==> config.mk <==
export PLATFORM = sky130hd
export DESIGN_NAME = lzd_cmd_fifo
export DESIGN_NICKNAME = d
export VERILOG_FILES = /design/src/rtl/lzd_pkg.sv /design/src/rtl/lzd_cmd_fifo.sv
export SDC_FILE = /design/constraint.sdc
export NUM_CORES = 1
export LEC_CHECK = 0
export BUFFER_PORTS_ARGS = -buffer_cell sky130_fd_sc_hd__buf_4
export CORE_ASPECT_RATIO = 0.8
export CORE_UTILIZATION = 50
export DETAILED_ROUTE_END_ITERATION = 8
export PLACE_DENSITY = 0.86
export SETUP_SLACK_MARGIN = 0.2
export SLEW_MARGIN = 20
export SYNTH_ARGS = -nofsm -noshare
export SYNTH_HDL_FRONTEND = slang
export SYNTH_SLANG_ARGS = --single-unit
==> constraint.sdc <==
create_clock -name clk -period 1.88 [get_ports clk]
set_clock_uncertainty 0.1 [all_clocks]
set_input_delay 0.094 -clock clk [delete_from_list [all_inputs] [get_ports clk]]
set_output_delay 0.094 -clock clk [all_outputs]
set_load 0.03 [all_outputs]
==> src/rtl/lzd_pkg.sv <==
// shared types, codes and constants of the lz token stream decoder
package lzd_pkg;

	// default sizes: the top level parameters and the command queue depth
	localparam int HISTORY_DEPTH_DEF = 65536;
	localparam int VALUE_BITS_DEF = 24;
	localparam int CMD_FIFO_DEPTH = 2;

	// transaction modes
	localparam logic MODE_BYTE = 1'b0;
	localparam logic MODE_ADVANCE = 1'b1;

	// header field maxima that call for an extension
	localparam logic [2:0] LRL_MAX = 3'd7;
	localparam logic [2:0] LEN_MAX = 3'd7;
	localparam logic [1:0] OFF_MAX = 2'd3;

	// radix code digit sizes and their thresholds
	localparam logic [2:0] LRL_BITS = 3'd1;
	localparam logic [2:0] LEN_BITS = 3'd2;
	localparam logic [2:0] OFF_BITS = 3'd4;
	localparam logic [7:0] LRL_THR = 8'(256 - (1 << LRL_BITS));
	localparam logic [7:0] LEN_THR = 8'(256 - (1 << LEN_BITS));
	localparam logic [7:0] OFF_THR = 8'(256 - (1 << OFF_BITS));

	// parser phases
	typedef enum logic [2:0] {
		PH_HEADER,
		PH_EXT_LRL,
		PH_EXT_LEN,
		PH_EXT_OFF,
		PH_LITERAL,
		PH_COPY
	} lzd_phase_t;

	// error codes
	typedef enum logic [2:0] {
		ERR_NONE,
		ERR_ZERO_OFF,
		ERR_FAR_OFF,
		ERR_BUSY,
		ERR_TRUNC,
		ERR_OVERFLOW
	} lzd_err_t;

	// input transaction
	typedef struct packed {
		logic mode;
		logic [7:0] in_byte;
		logic final_byte;
	} lzd_token_t;

	// output transaction
	typedef struct packed {
		logic [7:0] data_byte;
		logic from_match;
		logic last_of_match;
		logic [2:0] error_code;
	} lzd_result_t;

	// command from the parser to the history back end
	typedef struct packed {
		logic wr;
		logic rd;
		logic last;
		logic [7:0] data;
		lzd_err_t err;
	} lzd_cmd_t;

endpackage

==> src/rtl/lzd_cmd_fifo.sv <==
// small command queue between the parser and the history back end
module lzd_cmd_fifo #(
	parameter int WIDTH = 16,
	parameter int DEPTH = lzd_pkg::CMD_FIFO_DEPTH
) (
	input logic clk,
	input logic arst_n,
	input logic push,
	input logic [WIDTH-1:0] wdata,
	output logic full,
	input logic pop,
	output logic head_valid,
	output logic [WIDTH-1:0] head
);
	import lzd_pkg::*;

	localparam int PTR_W = (DEPTH > 1) ? $clog2(DEPTH) : 1;
	localparam int CNT_W = $clog2(DEPTH + 1);

	logic [WIDTH-1:0] slot_q [DEPTH];
	logic [PTR_W-1:0] wr_ptr_q, rd_ptr_q;
	logic [CNT_W-1:0] count_q;

	assign full = (count_q == CNT_W'(DEPTH));
	assign head_valid = (count_q != '0);
	assign head = slot_q[rd_ptr_q];

	// entry storage
	always_ff @(posedge clk) begin
		if (push) begin
			slot_q[wr_ptr_q] <= wdata;
		end
	end

	// pointers and fill count
	always_ff @(posedge clk or negedge arst_n) begin
		if (!arst_n) begin
			wr_ptr_q <= '0;
			rd_ptr_q <= '0;
			count_q <= '0;
		end else begin
			if (push) begin
				wr_ptr_q <= (wr_ptr_q == PTR_W'(DEPTH - 1)) ? '0 : wr_ptr_q + 1'b1;
			end
			if (pop) begin
				rd_ptr_q <= (rd_ptr_q == PTR_W'(DEPTH - 1)) ? '0 : rd_ptr_q + 1'b1;
			end
			case ({push, pop})
				2'b10: count_q <= count_q + 1'b1;
				2'b01: count_q <= count_q - 1'b1;
				default: count_q <= count_q;
			endcase
		end
	end

	a_pop_nonempty: assert property (@(posedge clk) disable iff (!arst_n)
		pop |-> count_q != '0)
		else $error("command queue popped while empty");

	a_full_rise: assert property (@(posedge clk) disable iff (!arst_n)
		$rose(full) |-> $past(push) && !$past(pop))
		else $error("command queue became full without a push");

endmodule

==> flow_summary_export.csv <==
group,metric,value,unit
cells_and_area,area_growth_syn_to_layout,43.8,%
job,drv.max_cap_violation_count,0,
cts,clkLatencyLatePin,0.32,ns
cts,clkTransAtPathRegs,0.09,ns
cells_and_area,finish.instance_area,0.00200,mm2
run_status,status,"finished, final reports clean",
cts,clock_sink_count,36,
die,core.rowCount,16,
synthesis,syn_inst,66,
timing,hold_violations,0,
cells_and_area,drive_gt1_share,49.3,%
die,core-area,0.00254,mm2
die,die_x,61.0,um
route,via_per_inst,4.78,
critical_path,worst_setup_path_end_kind,"output pin",
cells_and_area,layout.filler_cells,151,
die,ios,38,
timing,timing.setup.tns,0,ns
global_routing,via_count_of_the_first_global_routing_pass,822,
global_routing,grt_start_max_net_pins,13,
synthesis,ys_types,14,
timing,finalMaxSlewViolations,0,
synthesis,synthesis.nets,87,
cells_and_area,n_antenna_cell,0,
synthesis,netlist_area,0.00139,mm2
global_routing,use_met3,5.84,%
global_routing,grt_first_pass_wirelength,3570,um
timing,finalWorstPathRequiredPeriod,1.60,ns
place,port_buffers,37,
global_routing,met2_usage,31.9,%
timing,worst_slew_pin_slew,0.266,ns
critical_path,crit_path_start_kind,"flip-flop",
route,vias,812,
timing,finalSetupViolCount,0,
route,drt-initial-drc-count,23,
place,routabilityCongestion,0.640,
route,route.final.wire_length,2400,um
die,die-area,0.00300,mm2
critical_path,worst-setup-path-type,"reg2out",
global_routing,globalRoute.busiestLayer,"met2",
cts,tritoncts,"built",
timing,layout_worst_path_cycle_share,85.1,%
die,fp.dieH,49.2,um
cts,cts_setup_buffers,0,
timing,grt_setup_unrepaired,"false",
route,drt_first_pass_iters,2,
global_routing,global_router_s_overall_resource_usage,17.6,%
critical_path,crit_required,1.69,ns
global_routing,use_met1,18.4,%
cts,cts_root_buf,"clkbuf_4",
synthesis,yosys_warnings,0,
cells_and_area,layout.nets,154,
cts,tritoncts.num_buffers,5,
synthesis,ys_seq_area_share,76.2,%
die,initial_core_util,54.8,%
place,placedInstanceArea,0.00172,mm2
critical_path,crit_path_dat,1.41,ns
global_routing,grt_overflow,0,
route,drc,0,
synthesis,synth_seq_cells,36,
cts,cts.path.max_buffers,2,
power_and_ir_drop,vdd.ir_drop.worst,0.000776,V
synthesis,avgSynthCellArea,21.1,um2
critical_path,critical_path_peak_fanout,12,
cts,h-tree-depth,2,
route,post_drt_antenna_nets,0,
hold_path,min_path_type,"in2reg",
power_and_ir_drop,pwr_density_cell,1440,mW/mm2
place,place.detailed.hpwl,1670,um
timing,worst_slew_margin_rel,82.3,%
global_routing,antenna_found_initial,0,
power_and_ir_drop,leakage,0.820,nW
timing,maximum_achievable_frequency,0.625,GHz
route,detail_route.wl_per_cell,14.1,um
## state kept, by name (all words and copies together), names as in the netlist
register	flops
wr_ptr_q	1
slot_q	32
count_q	2
rd_ptr_q	1
## worst max-delay path, stage by stage (launching register included)
cell,delay [ns]
dfrtp_1,0.37
buf_6,0.19
mux2_2,0.36
buf_4,0.17
## layout by cell type (no fill, tap or decap), drive strengths merged
cell,n
mux2,16
dfrtp,4
nor2,2
inv,1
bufinv,1
clkbuf,6
ha,1
or2,1
xor2,3
clkinv,1
dlygate4sd3,20
buf,42
xnor2,2
nor2b,1
and2,1
edfxtp,32
## cells by family (layout without fill, tap and decap cells)
logic type	after synthesis	in the layout	synth area share [%]
fa+ha+maj	1	1	0.898
flops	36	36	76.2
xor+xnor	5	5	3.15
buf+inv	3	71	2.52
mux	16	16	15.4
simple gates	5	5	1.89
## path summary, 6_finish.rpt
check	start	to	slack [ns]	cells after the start
setup / recovery	rd_ptr_q	head[3]	0.28	3
hold / removal	pop	rd_ptr_q	0.39	3
setup reg to reg	wr_ptr_q	slot_q[1][6]	0.54	2
hold reg to reg	count_q[1]	count_q[1]	0.40	1
max in group asynchronous	arst_n	rd_ptr_q	0.95	3
min in group asynchronous	arst_n	wr_ptr_q	0.55	3
## through the flow
stage               worst slack, ns  instances  util, %  power, mW  hold slack [ns]
floorplan                     0.293         66        -       2.00           -0.302
global placement              0.615        142     67.7       2.32           -0.208
detailed placement            0.549        142     67.7       2.36           -0.205
CTS                           0.216        170     78.6       2.90            0.377
global route                  0.222        170     78.7       3.00            0.378
finish                        0.280        170     78.7       2.88            0.393
## cells in the mapped netlist
master / number / area share, %
nor2_1: 2 / 0.54
mux2_4: 9 / 9.7
xor2_1: 3 / 1.9
buf_6: 1 / 0.81
edfxtp_1: 32 / 69
nor2b_1: 1 / 0.45
and2_1: 1 / 0.45
mux2_2: 7 / 5.7
buf_12: 1 / 1.4
or2_2: 1 / 0.45
inv_1: 1 / 0.27
dfrtp_1: 4 / 7.2
xnor2_1: 2 / 1.3
ha_1: 1 / 0.90
## cell type report
type / instances / area, um2 / area share (%)
Multi-Input combinational cell: 27 / 297 / 14.8
Clock inverter: 2 / 35.0 / 1.75
Inverter: 1 / 3.75 / 0.188
Sequential cell: 36 / 1060 / 53.0
Timing Repair Buffer: 62 / 519 / 25.9
Tap cell: 36 / 45.0 / 2.25
Clock buffer: 6 / 41.3 / 2.06
## what timing repair did
action	4_1_cts	5_1_grt
hold buffers	20	0
hold endpoints to repair	38	0
endpoints found under the setup margin	0	7
resized for setup	0	1
## power breakdown
group | leakage (nW) | internal, mW | switching, mW
combinational | 0.431 | 0.567 | 0.659
sequential | 0.347 | 1.07 | 0.0694
clock | 0.0422 | 0.279 | 0.234
total | 0.820 | 1.92 | 0.963
## per-layer routing
layer	routed length (um)	vias to the layer above
li1	-	380
met1	919	401
met2	1340	28
met3	120	3
met4	16	0
met5	0	-
Note: power is estimated with default switching activity, not from simulation.
