File: config.mk
export PLATFORM = sky130hd
export DESIGN_NAME = lzd_front
export DESIGN_NICKNAME = d
export VERILOG_FILES = /design/src/rtl/lzd_pkg.sv /design/src/rtl/lzd_front.sv
export SDC_FILE = /design/constraint.sdc
export NUM_CORES = 1
export LEC_CHECK = 0
export BUFFER_PORTS_ARGS = -buffer_cell sky130_fd_sc_hd__buf_2
export CORE_UTILIZATION = 45
export DETAILED_ROUTE_END_ITERATION = 10
export GPL_TIMING_DRIVEN = 1
export HOLD_SLACK_MARGIN = 0.08
export REMOVE_ABC_BUFFERS = 1
export SLEW_MARGIN = 20
export SYNTH_ARGS = -nofsm -noshare
export SYNTH_HDL_FRONTEND = slang
export SYNTH_SLANG_ARGS = --single-unit
File: constraint.sdc
create_clock -name clk -period 15.7 [get_ports clk]
set_input_delay 3.14 -clock clk [delete_from_list [all_inputs] [get_ports clk]]
set_output_delay 3.14 -clock clk [all_outputs]
set_load 0.05 [all_outputs]
File: src/rtl/lzd_pkg.sv
// shared types, codes and constants of the lz token stream decoder
package lzd_pkg;

	// default sizes: the top level parameters and the command queue depth
	localparam int HISTORY_DEPTH_DEF = 65536;
	localparam int VALUE_BITS_DEF = 24;
	localparam int CMD_FIFO_DEPTH = 2;

	// transaction modes
	localparam logic MODE_BYTE = 1'b0;
	localparam logic MODE_ADVANCE = 1'b1;

	// header field maxima that call for an extension
	localparam logic [2:0] LRL_MAX = 3'd7;
	localparam logic [2:0] LEN_MAX = 3'd7;
	localparam logic [1:0] OFF_MAX = 2'd3;

	// radix code digit sizes and their thresholds
	localparam logic [2:0] LRL_BITS = 3'd1;
	localparam logic [2:0] LEN_BITS = 3'd2;
	localparam logic [2:0] OFF_BITS = 3'd4;
	localparam logic [7:0] LRL_THR = 8'(256 - (1 << LRL_BITS));
	localparam logic [7:0] LEN_THR = 8'(256 - (1 << LEN_BITS));
	localparam logic [7:0] OFF_THR = 8'(256 - (1 << OFF_BITS));

	// parser phases
	typedef enum logic [2:0] {
		PH_HEADER,
		PH_EXT_LRL,
		PH_EXT_LEN,
		PH_EXT_OFF,
		PH_LITERAL,
		PH_COPY
	} lzd_phase_t;

	// error codes
	typedef enum logic [2:0] {
		ERR_NONE,
		ERR_ZERO_OFF,
		ERR_FAR_OFF,
		ERR_BUSY,
		ERR_TRUNC,
		ERR_OVERFLOW
	} lzd_err_t;

	// input transaction
	typedef struct packed {
		logic mode;
		logic [7:0] in_byte;
		logic final_byte;
	} lzd_token_t;

	// output transaction
	typedef struct packed {
		logic [7:0] data_byte;
		logic from_match;
		logic last_of_match;
		logic [2:0] error_code;
	} lzd_result_t;

	// command from the parser to the history back end
	typedef struct packed {
		logic wr;
		logic rd;
		logic last;
		logic [7:0] data;
		lzd_err_t err;
	} lzd_cmd_t;

endpackage

File: src/rtl/lzd_front.sv
// token parser: header and extension decoding, copy sequencing, history pointers
module lzd_front #(
	parameter int HISTORY_DEPTH = lzd_pkg::HISTORY_DEPTH_DEF,
	parameter int VALUE_BITS = lzd_pkg::VALUE_BITS_DEF
) (
	input logic clk,
	input logic arst_n,
	input logic token_valid,
	output logic token_stall,
	input lzd_pkg::lzd_token_t token,
	input logic cmd_full,
	output logic cmd_push,
	output lzd_pkg::lzd_cmd_t cmd,
	output logic [$clog2(HISTORY_DEPTH)-1:0] cmd_src,
	output logic [$clog2(HISTORY_DEPTH)-1:0] cmd_wa
);
	import lzd_pkg::*;

	localparam int ADDR_W = $clog2(HISTORY_DEPTH);
	localparam int BW_W = $clog2(HISTORY_DEPTH + 1);
	localparam int SH_W = $clog2(VALUE_BITS + 4);
	localparam int SW = VALUE_BITS + 8;
	localparam int CW = (VALUE_BITS > BW_W) ? VALUE_BITS : BW_W;
	localparam logic [BW_W-1:0] DEPTH_B = BW_W'(HISTORY_DEPTH);
	localparam logic [BW_W:0] DEPTH_E = (BW_W + 1)'(HISTORY_DEPTH);

	lzd_phase_t phase_q, phase_d;
	logic [VALUE_BITS-1:0] lit_q, lit_d;
	logic [VALUE_BITS-1:0] len_q, len_d;
	logic [VALUE_BITS-1:0] dist_q, dist_d;
	logic [SH_W-1:0] shift_q, shift_d;
	logic [ADDR_W-1:0] wpos_q, wpos_d, wpos_inc;
	logic [BW_W-1:0] bw_q, bw_d, bw_inc;

	logic accept;
	logic [VALUE_BITS-1:0] acc, acc_new;
	logic [2:0] dbits;
	logic [7:0] thr, digit;
	logic digit_last, dig_ovf;
	logic [SW-1:0] shifted;
	logic [SW:0] sum;
	logic [BW_W:0] src_raw, src_wrap;

	lzd_err_t err_d;
	logic emit, is_lit, is_copy, last;
	logic do_settle, chk_len, chk_off, do_start, clear;

	assign accept = token_valid && !cmd_full;
	assign token_stall = cmd_full;

	// extension digit unit shared by the three fields
	always_comb begin
		case (phase_q)
			PH_EXT_LEN: begin
				acc = len_q;
				dbits = LEN_BITS;
				thr = LEN_THR;
			end
			PH_EXT_OFF: begin
				acc = dist_q;
				dbits = OFF_BITS;
				thr = OFF_THR;
			end
			default: begin
				acc = lit_q;
				dbits = LRL_BITS;
				thr = LRL_THR;
			end
		endcase
		digit_last = token.in_byte < thr;
		digit = digit_last ? token.in_byte : token.in_byte - thr;
		shifted = SW'(digit) << shift_q;
		sum = (SW + 1)'(acc) + (SW + 1)'(shifted);
		dig_ovf = (shift_q >= SH_W'(VALUE_BITS)) || (sum[SW:VALUE_BITS] != '0);
		acc_new = sum[VALUE_BITS-1:0];
	end

	// history write pointer, fill level and copy source
	always_comb begin
		wpos_inc = ((BW_W'(wpos_q) + 1'b1) == DEPTH_B) ? '0 : wpos_q + 1'b1;
		bw_inc = (bw_q == DEPTH_B) ? bw_q : bw_q + 1'b1;
		src_raw = (BW_W + 1)'(wpos_q) + DEPTH_E - (BW_W + 1)'(dist_q);
		src_wrap = (src_raw >= DEPTH_E) ? src_raw - DEPTH_E : src_raw;
	end

	// parse step for one transaction
	always_comb begin
		phase_d = phase_q;
		lit_d = lit_q;
		len_d = len_q;
		dist_d = dist_q;
		shift_d = shift_q;
		wpos_d = wpos_q;
		bw_d = bw_q;
		err_d = ERR_NONE;
		emit = 1'b0;
		is_lit = 1'b0;
		is_copy = 1'b0;
		last = 1'b0;
		do_settle = 1'b0;
		chk_len = 1'b0;
		chk_off = 1'b0;
		do_start = 1'b0;
		clear = 1'b0;
		if (token.mode == MODE_ADVANCE) begin
			// one byte of a pending match copy
			if (phase_q == PH_COPY) begin
				emit = 1'b1;
				is_copy = 1'b1;
				wpos_d = wpos_inc;
				bw_d = bw_inc;
				len_d = len_q - 1'b1;
				last = (len_q == VALUE_BITS'(1));
				clear = last;
			end
		end else begin
			case (phase_q)
				PH_COPY: begin
					err_d = ERR_BUSY;
				end
				PH_HEADER: begin
					lit_d = VALUE_BITS'(token.in_byte[7:5]);
					len_d = VALUE_BITS'(token.in_byte[4:2]);
					dist_d = VALUE_BITS'(token.in_byte[1:0]);
					if (token.in_byte[7:5] == LRL_MAX) begin
						phase_d = PH_EXT_LRL;
						shift_d = '0;
					end else begin
						do_settle = 1'b1;
						chk_len = 1'b1;
						chk_off = 1'b1;
					end
				end
				PH_EXT_LRL: begin
					if (dig_ovf) begin
						err_d = ERR_OVERFLOW;
					end else begin
						lit_d = acc_new;
						if (digit_last) begin
							do_settle = 1'b1;
							chk_len = 1'b1;
							chk_off = 1'b1;
						end else begin
							shift_d = shift_q + SH_W'(dbits);
						end
					end
				end
				PH_EXT_LEN: begin
					if (dig_ovf) begin
						err_d = ERR_OVERFLOW;
					end else begin
						len_d = acc_new;
						if (digit_last) begin
							do_settle = 1'b1;
							chk_off = 1'b1;
						end else begin
							shift_d = shift_q + SH_W'(dbits);
						end
					end
				end
				PH_EXT_OFF: begin
					if (dig_ovf) begin
						err_d = ERR_OVERFLOW;
					end else begin
						dist_d = acc_new;
						if (digit_last) begin
							do_settle = 1'b1;
						end else begin
							shift_d = shift_q + SH_W'(dbits);
						end
					end
				end
				PH_LITERAL: begin
					is_lit = 1'b1;
					wpos_d = wpos_inc;
					bw_d = bw_inc;
					if (lit_q != '0) begin
						lit_d = lit_q - 1'b1;
					end
					do_start = (lit_d == '0);
				end
				default: begin
					clear = 1'b1;
				end
			endcase

			// move on to the next field that needs an extension, else to the literals or the match
			if (do_settle) begin
				if (chk_len && len_d == VALUE_BITS'(LEN_MAX)) begin
					phase_d = PH_EXT_LEN;
					shift_d = '0;
				end else if (chk_off && dist_d == VALUE_BITS'(OFF_MAX)) begin
					phase_d = PH_EXT_OFF;
					shift_d = '0;
				end else if (lit_d != '0) begin
					phase_d = PH_LITERAL;
				end else begin
					do_start = 1'b1;
				end
			end

			// check the match before copying
			if (do_start) begin
				if (len_d == '0) begin
					clear = 1'b1;
				end else if (dist_d == '0) begin
					err_d = ERR_ZERO_OFF;
					clear = 1'b1;
				end else if (CW'(dist_d) > CW'(bw_d)) begin
					err_d = ERR_FAR_OFF;
					clear = 1'b1;
				end else begin
					phase_d = PH_COPY;
				end
			end

			if (err_d == ERR_OVERFLOW) begin
				clear = 1'b1;
			end

			// stream ended while bytes are still owed
			if (err_d == ERR_NONE && token.final_byte && !clear &&
				(phase_d == PH_EXT_LRL || phase_d == PH_EXT_LEN ||
				 phase_d == PH_EXT_OFF || phase_d == PH_LITERAL)) begin
				err_d = ERR_TRUNC;
				clear = 1'b1;
			end

			emit = is_lit || (err_d != ERR_NONE);
		end

		if (clear) begin
			phase_d = PH_HEADER;
			lit_d = '0;
			len_d = '0;
			dist_d = '0;
			shift_d = '0;
		end
	end

	// command toward the back end
	always_comb begin
		cmd_push = accept && emit;
		cmd.wr = is_lit || is_copy;
		cmd.rd = is_copy;
		cmd.last = last;
		cmd.data = is_lit ? token.in_byte : 8'd0;
		cmd.err = err_d;
		cmd_src = src_wrap[ADDR_W-1:0];
		cmd_wa = wpos_q;
	end

	// parser state
	always_ff @(posedge clk or negedge arst_n) begin
		if (!arst_n) begin
			phase_q <= PH_HEADER;
			lit_q <= '0;
			len_q <= '0;
			dist_q <= '0;
			shift_q <= '0;
			wpos_q <= '0;
			bw_q <= '0;
		end else if (accept) begin
			phase_q <= phase_d;
			lit_q <= lit_d;
			len_q <= len_d;
			dist_q <= dist_d;
			shift_q <= shift_d;
			wpos_q <= wpos_d;
			bw_q <= bw_d;
		end
	end

	// a pending copy always has bytes left and a source inside the history
	a_copy_sane: assert property (@(posedge clk) disable iff (!arst_n)
		phase_q == PH_COPY |-> len_q != '0 && dist_q != '0 && CW'(dist_q) <= CW'(bw_q))
		else $error("copy pending with invalid length or distance");

	// the last copied byte returns the parser to header
	a_last_ends: assert property (@(posedge clk) disable iff (!arst_n)
		cmd_push && cmd.last |=> phase_q == PH_HEADER)
		else $error("parser not back at header after last match byte");

endmodule

==> impl_metrics.py <==
metrics = {
    "yosys": {
        "synth_enable_flop_cells": 0,
        "synth_async_sr_flop_share": 1.00,
        "number_of_flip_flops_and_latches_in_the_synthesized_netlist": 113,
        "synth_ff_type": "sky130_fd_sc_hd__dfrtp_1",
        "synth_most_common_cell": "sky130_fd_sc_hd__nand2_1",
        "synth_top_family_by_area": "compound AO/OA/AOI/OAI gates",
        "synth.distinct_cells": 100,
        "top_cell_type_by_total_area_after_synthesis": "sky130_fd_sc_hd__dfrtp_1",
        "synth-compound-area-share": 0.287,
        "cell_area_synth_um2": 13000,
        "synthesized_area_fraction_occupied_by_xor_and_xnor_cells": 0.0636,
        "yosys-mux-area-fraction": 0.0312,
        "synth_area_per_cell_um2": 7.34,
        "syn_inst": 1764,
        "dominant_cells_by_area_after_synthesis": "sky130_fd_sc_hd__dfrtp_1 22%, sky130_fd_sc_hd__ha_1 7.1%, sky130_fd_sc_hd__nand2_1 6.3%",
        "synth_top_area_share": 0.218,
        "post_synth_fa_ha_maj_area_fraction": 0.0752,
        "seq_area_frac_synth": 0.218,
        "yosys.area_share.simple": 0.268,
        "ys.warnings.count": 0,
        "ys_top_cells_by_count": "216 x sky130_fd_sc_hd__nand2_1, 155 x sky130_fd_sc_hd__nor2_1, 141 x sky130_fd_sc_hd__o21ai_0, 113 x sky130_fd_sc_hd__dfrtp_1",
    },
    "placed_design": {
        "detailed_place.area_um2": 13500,
        "dp.final_hpwl_um": 39100,
        "gp_congestion": 1.01,
        "place.port_buffers": 61,
    },
    "timing": {
        "timing.final.setup_violations": 0,
        "hold_violations": 0,
        "setup_tns_ps": 0,
        "final.min_clock_period_ps": 15120,
        "timing_max_transition_violations_final": 0,
        "finalCritPeriodShare": 0.963,
        "tightestPinTransition_ps": 1270,
        "fmax_mhz": 66.1,
        "clock_skew_ps": 11.4,
        "timing.slew.headroom": 0.148,
    },
    "clocking": {
        "post_cts_buffers": 0,
        "clock-sinks": 113,
        "postCtsHoldBufs": 0,
        "tritoncts_clock_tree": "yes",
        "insertion_delay_ps": 440,
        "clock_tree.buffer_depth": 2,
        "cts.repair.resized": 0,
        "cts_inserted_buffers": 17,
        "clk_pin_slew_worst_paths_ps": 60,
        "cts_max_level": 4,
        "root_buf_cell": "sky130_fd_sc_hd__clkbuf_16",
    },
    "floorplanning": {
        "fp-row-count": 61,
        "io_pins": 62,
        "die-area_um2": 29500,
        "chip_width_um": 172,
        "floorplan.core_area_um2": 28000,
        "initial_standard_cell_utilization_of_the_core": 0.462,
        "die_extent_in_y_um": 172,
    },
    "global_route": {
        "grt_pass1_vias": 13100,
        "grt_first_pass_wirelength_um": 79700,
        "met3_usage": 0.0679,
        "grt_antenna_before_repair": 2,
        "grt.busiest_layer": "met2",
        "gr-total-overflow": 0,
        "grt_use_met1": 0.477,
        "global_route.usage.total": 0.362,
        "grt_start_max_net_pins": 67,
        "globalRouteMet2Util": 0.543,
    },
    "pwr": {
        "share_comb_of_total_power": 0.694,
        "pwr-share-seq": 0.168,
        "power_frac_clock": 0.139,
        "power_density_nw_per_um2": 215,
        "power.internal_w": 0.00132,
        "power.ir.vdd_worst_mv": 0.153,
        "switching_power_w": 0.00172,
        "power_switching_share": 0.565,
        "static-leakage-power_nw": 5.97,
    },
    "critical_path": {
        "cp_data_required_time_ps": 12560,
        "worstPathMaxFanout": 29,
        "max_stage_delay_on_crit_path_ps": 490,
        "crit_slowest_cell": "sky130_fd_sc_hd__a221oi_1",
        "timing.critical_path.from_type": "input port",
        "timing.critical_path.arrival_ps": 11980,
        "criticalPathCategory": "input port to primary output",
        "critical_path.endpoint_type": "primary output",
        "crit_top_cell": "sky130_fd_sc_hd__o21a_1",
    },
    "finish": {
        "num_antenna_cells": 0,
        "postLayoutCellArea_um2": 14100,
        "final_net_count": 1842,
        "syn2layout_area_growth_pct": 9.12,
        "post_route_cells_drive_above_1_share": 0.0986,
    },
    "status": {
        "outcome": "complete, no violations",
    },
    "routing": {
        "vias": 14200,
        "drt_pass1_iterations": 8,
        "vias_per_cell": 6.63,
        "wirelength_um": 52500,
        "drc": 0,
        "drt_iter0_markers": 1705,
        "detail-route-antenna-nets": 0,
        "detail_route.wl_per_cell_um": 24.5,
    },
    "worst_hold_path": {
        "min-delay-path-class": "flop to flop",
    },
    "flow_run": {
        "max-cap-violations": 0,
    },
}
## cell usage in the layout, fill, tap and decap left out, types with 20 or more instances in the layout
master,count
sky130_fd_sc_hd__xnor2_1,55
sky130_fd_sc_hd__ha_1,73
sky130_fd_sc_hd__a21oi_1,102
sky130_fd_sc_hd__nand2_1,216
sky130_fd_sc_hd__nor3_1,55
sky130_fd_sc_hd__buf_4,35
sky130_fd_sc_hd__nand4_1,27
sky130_fd_sc_hd__nand3_1,59
sky130_fd_sc_hd__nor4_1,25
sky130_fd_sc_hd__nor2b_1,20
sky130_fd_sc_hd__nor2_1,154
sky130_fd_sc_hd__a31oi_1,31
sky130_fd_sc_hd__nand2b_1,28
sky130_fd_sc_hd__buf_2,60
sky130_fd_sc_hd__a21o_1,33
sky130_fd_sc_hd__mux2i_1,37
sky130_fd_sc_hd__xor2_1,39
sky130_fd_sc_hd__o31ai_1,32
sky130_fd_sc_hd__o21ai_0,140
sky130_fd_sc_hd__inv_1,57
sky130_fd_sc_hd__dfrtp_1,112
sky130_fd_sc_hd__o22ai_1,24
## stage by stage
| step | cells | hold WS (ps) | setup slack, ps | utilization | total power [W] |
|---|---|---|---|---|---|
| 6_report | 2143 | 540 | 580 | 0.505 | 0.00304 |
| 5_1_grt | 2143 | 554 | -0.909 | 0.505 | 0.00322 |
| 4_1_cts | 2143 | 533 | 609 | 0.504 | 0.00298 |
| 3_5_place_dp | 2111 | 520 | 622 | 0.482 | 0.00254 |
| 3_3_place_gp | 2111 | 513 | 835 | 0.482 | 0.00253 |
| 2_1_floorplan | 1638 | 470 | 1380 | - | 0.00190 |
## cell type report
cell class	instances	area (um^2)
clock buffers	19	433
inverters	57	214
fillers	2807	13900
multi-input cells	1468	9430
well taps	378	473
flip-flops and latches	113	2830
repair buffers	95	563
clock inverters	13	186
## routing by layer
layer  up-vias  wire length (um)
met5         -                14
li1       6487                 -
met2       781             22500
met4         2              3500
met1      6769             21900
met3       169              4600
## cell families after synthesis
family / after synthesis
adder cells (fa/ha/maj): 76
buffers and inverters: 183
XOR/XNOR: 94
AND/OR/NAND/NOR: 699
AO/OA/AOI/OAI: 559
flip-flops: 113
multiplexers: 40
## power by group through the flow
stage	Combinational (W)	Sequential [W]	Clock (W)
6_report	0.00211	0.000510	0.000422
5_1_grt	0.00226	0.000519	0.000439
4_1_cts	0.00205	0.000502	0.000425
3_5_place_dp	0.00203	0.000506	0
3_3_place_gp	0.00202	0.000503	0
2_1_floorplan	0.00141	0.000491	0
## final timing paths
| check | start | to | slack, ps | cells past startpoint |
|---|---|---|---|---|
| worst min-delay path | len_q[9]$_DFFE_PN0P_ | len_q[9]$_DFFE_PN0P_ | 540 | 2 |
| min in group asynchronous | arst_n | cmd_wa[13]$_DFFE_PN0P_ | 2720 | 1 |
| max in group asynchronous | arst_n | phase_q[0]$_DFFE_PN0P_ | 11500 | 2 |
| worst max register to register | phase_q[1]$_DFFE_PN0P_ | len_q[6]$_DFFE_PN0P_ | 3740 | 42 |
| worst min register to register | len_q[9]$_DFFE_PN0P_ | len_q[9]$_DFFE_PN0P_ | 540 | 2 |
| worst max-delay path | token[2] | cmd_push | 580 | 41 |
## sequential cells by signal (all words and copies together) (netlist names)
signal,flops
bw_q,17
cmd_wa,16
dist_q,24
len_q,24
lit_q,24
phase_q,3
shift_q,5
## critical path: cells and delay by family
kind	cells	cell delay, ps
AO/OA/AOI/OAI	23	5500
adder cells (fa/ha/maj)	4	1250
AND/OR/NAND/NOR	8	1010
buffers and inverters	5	810
multiplexers	1	250
Note: power is estimated with default switching activity, not from simulation.
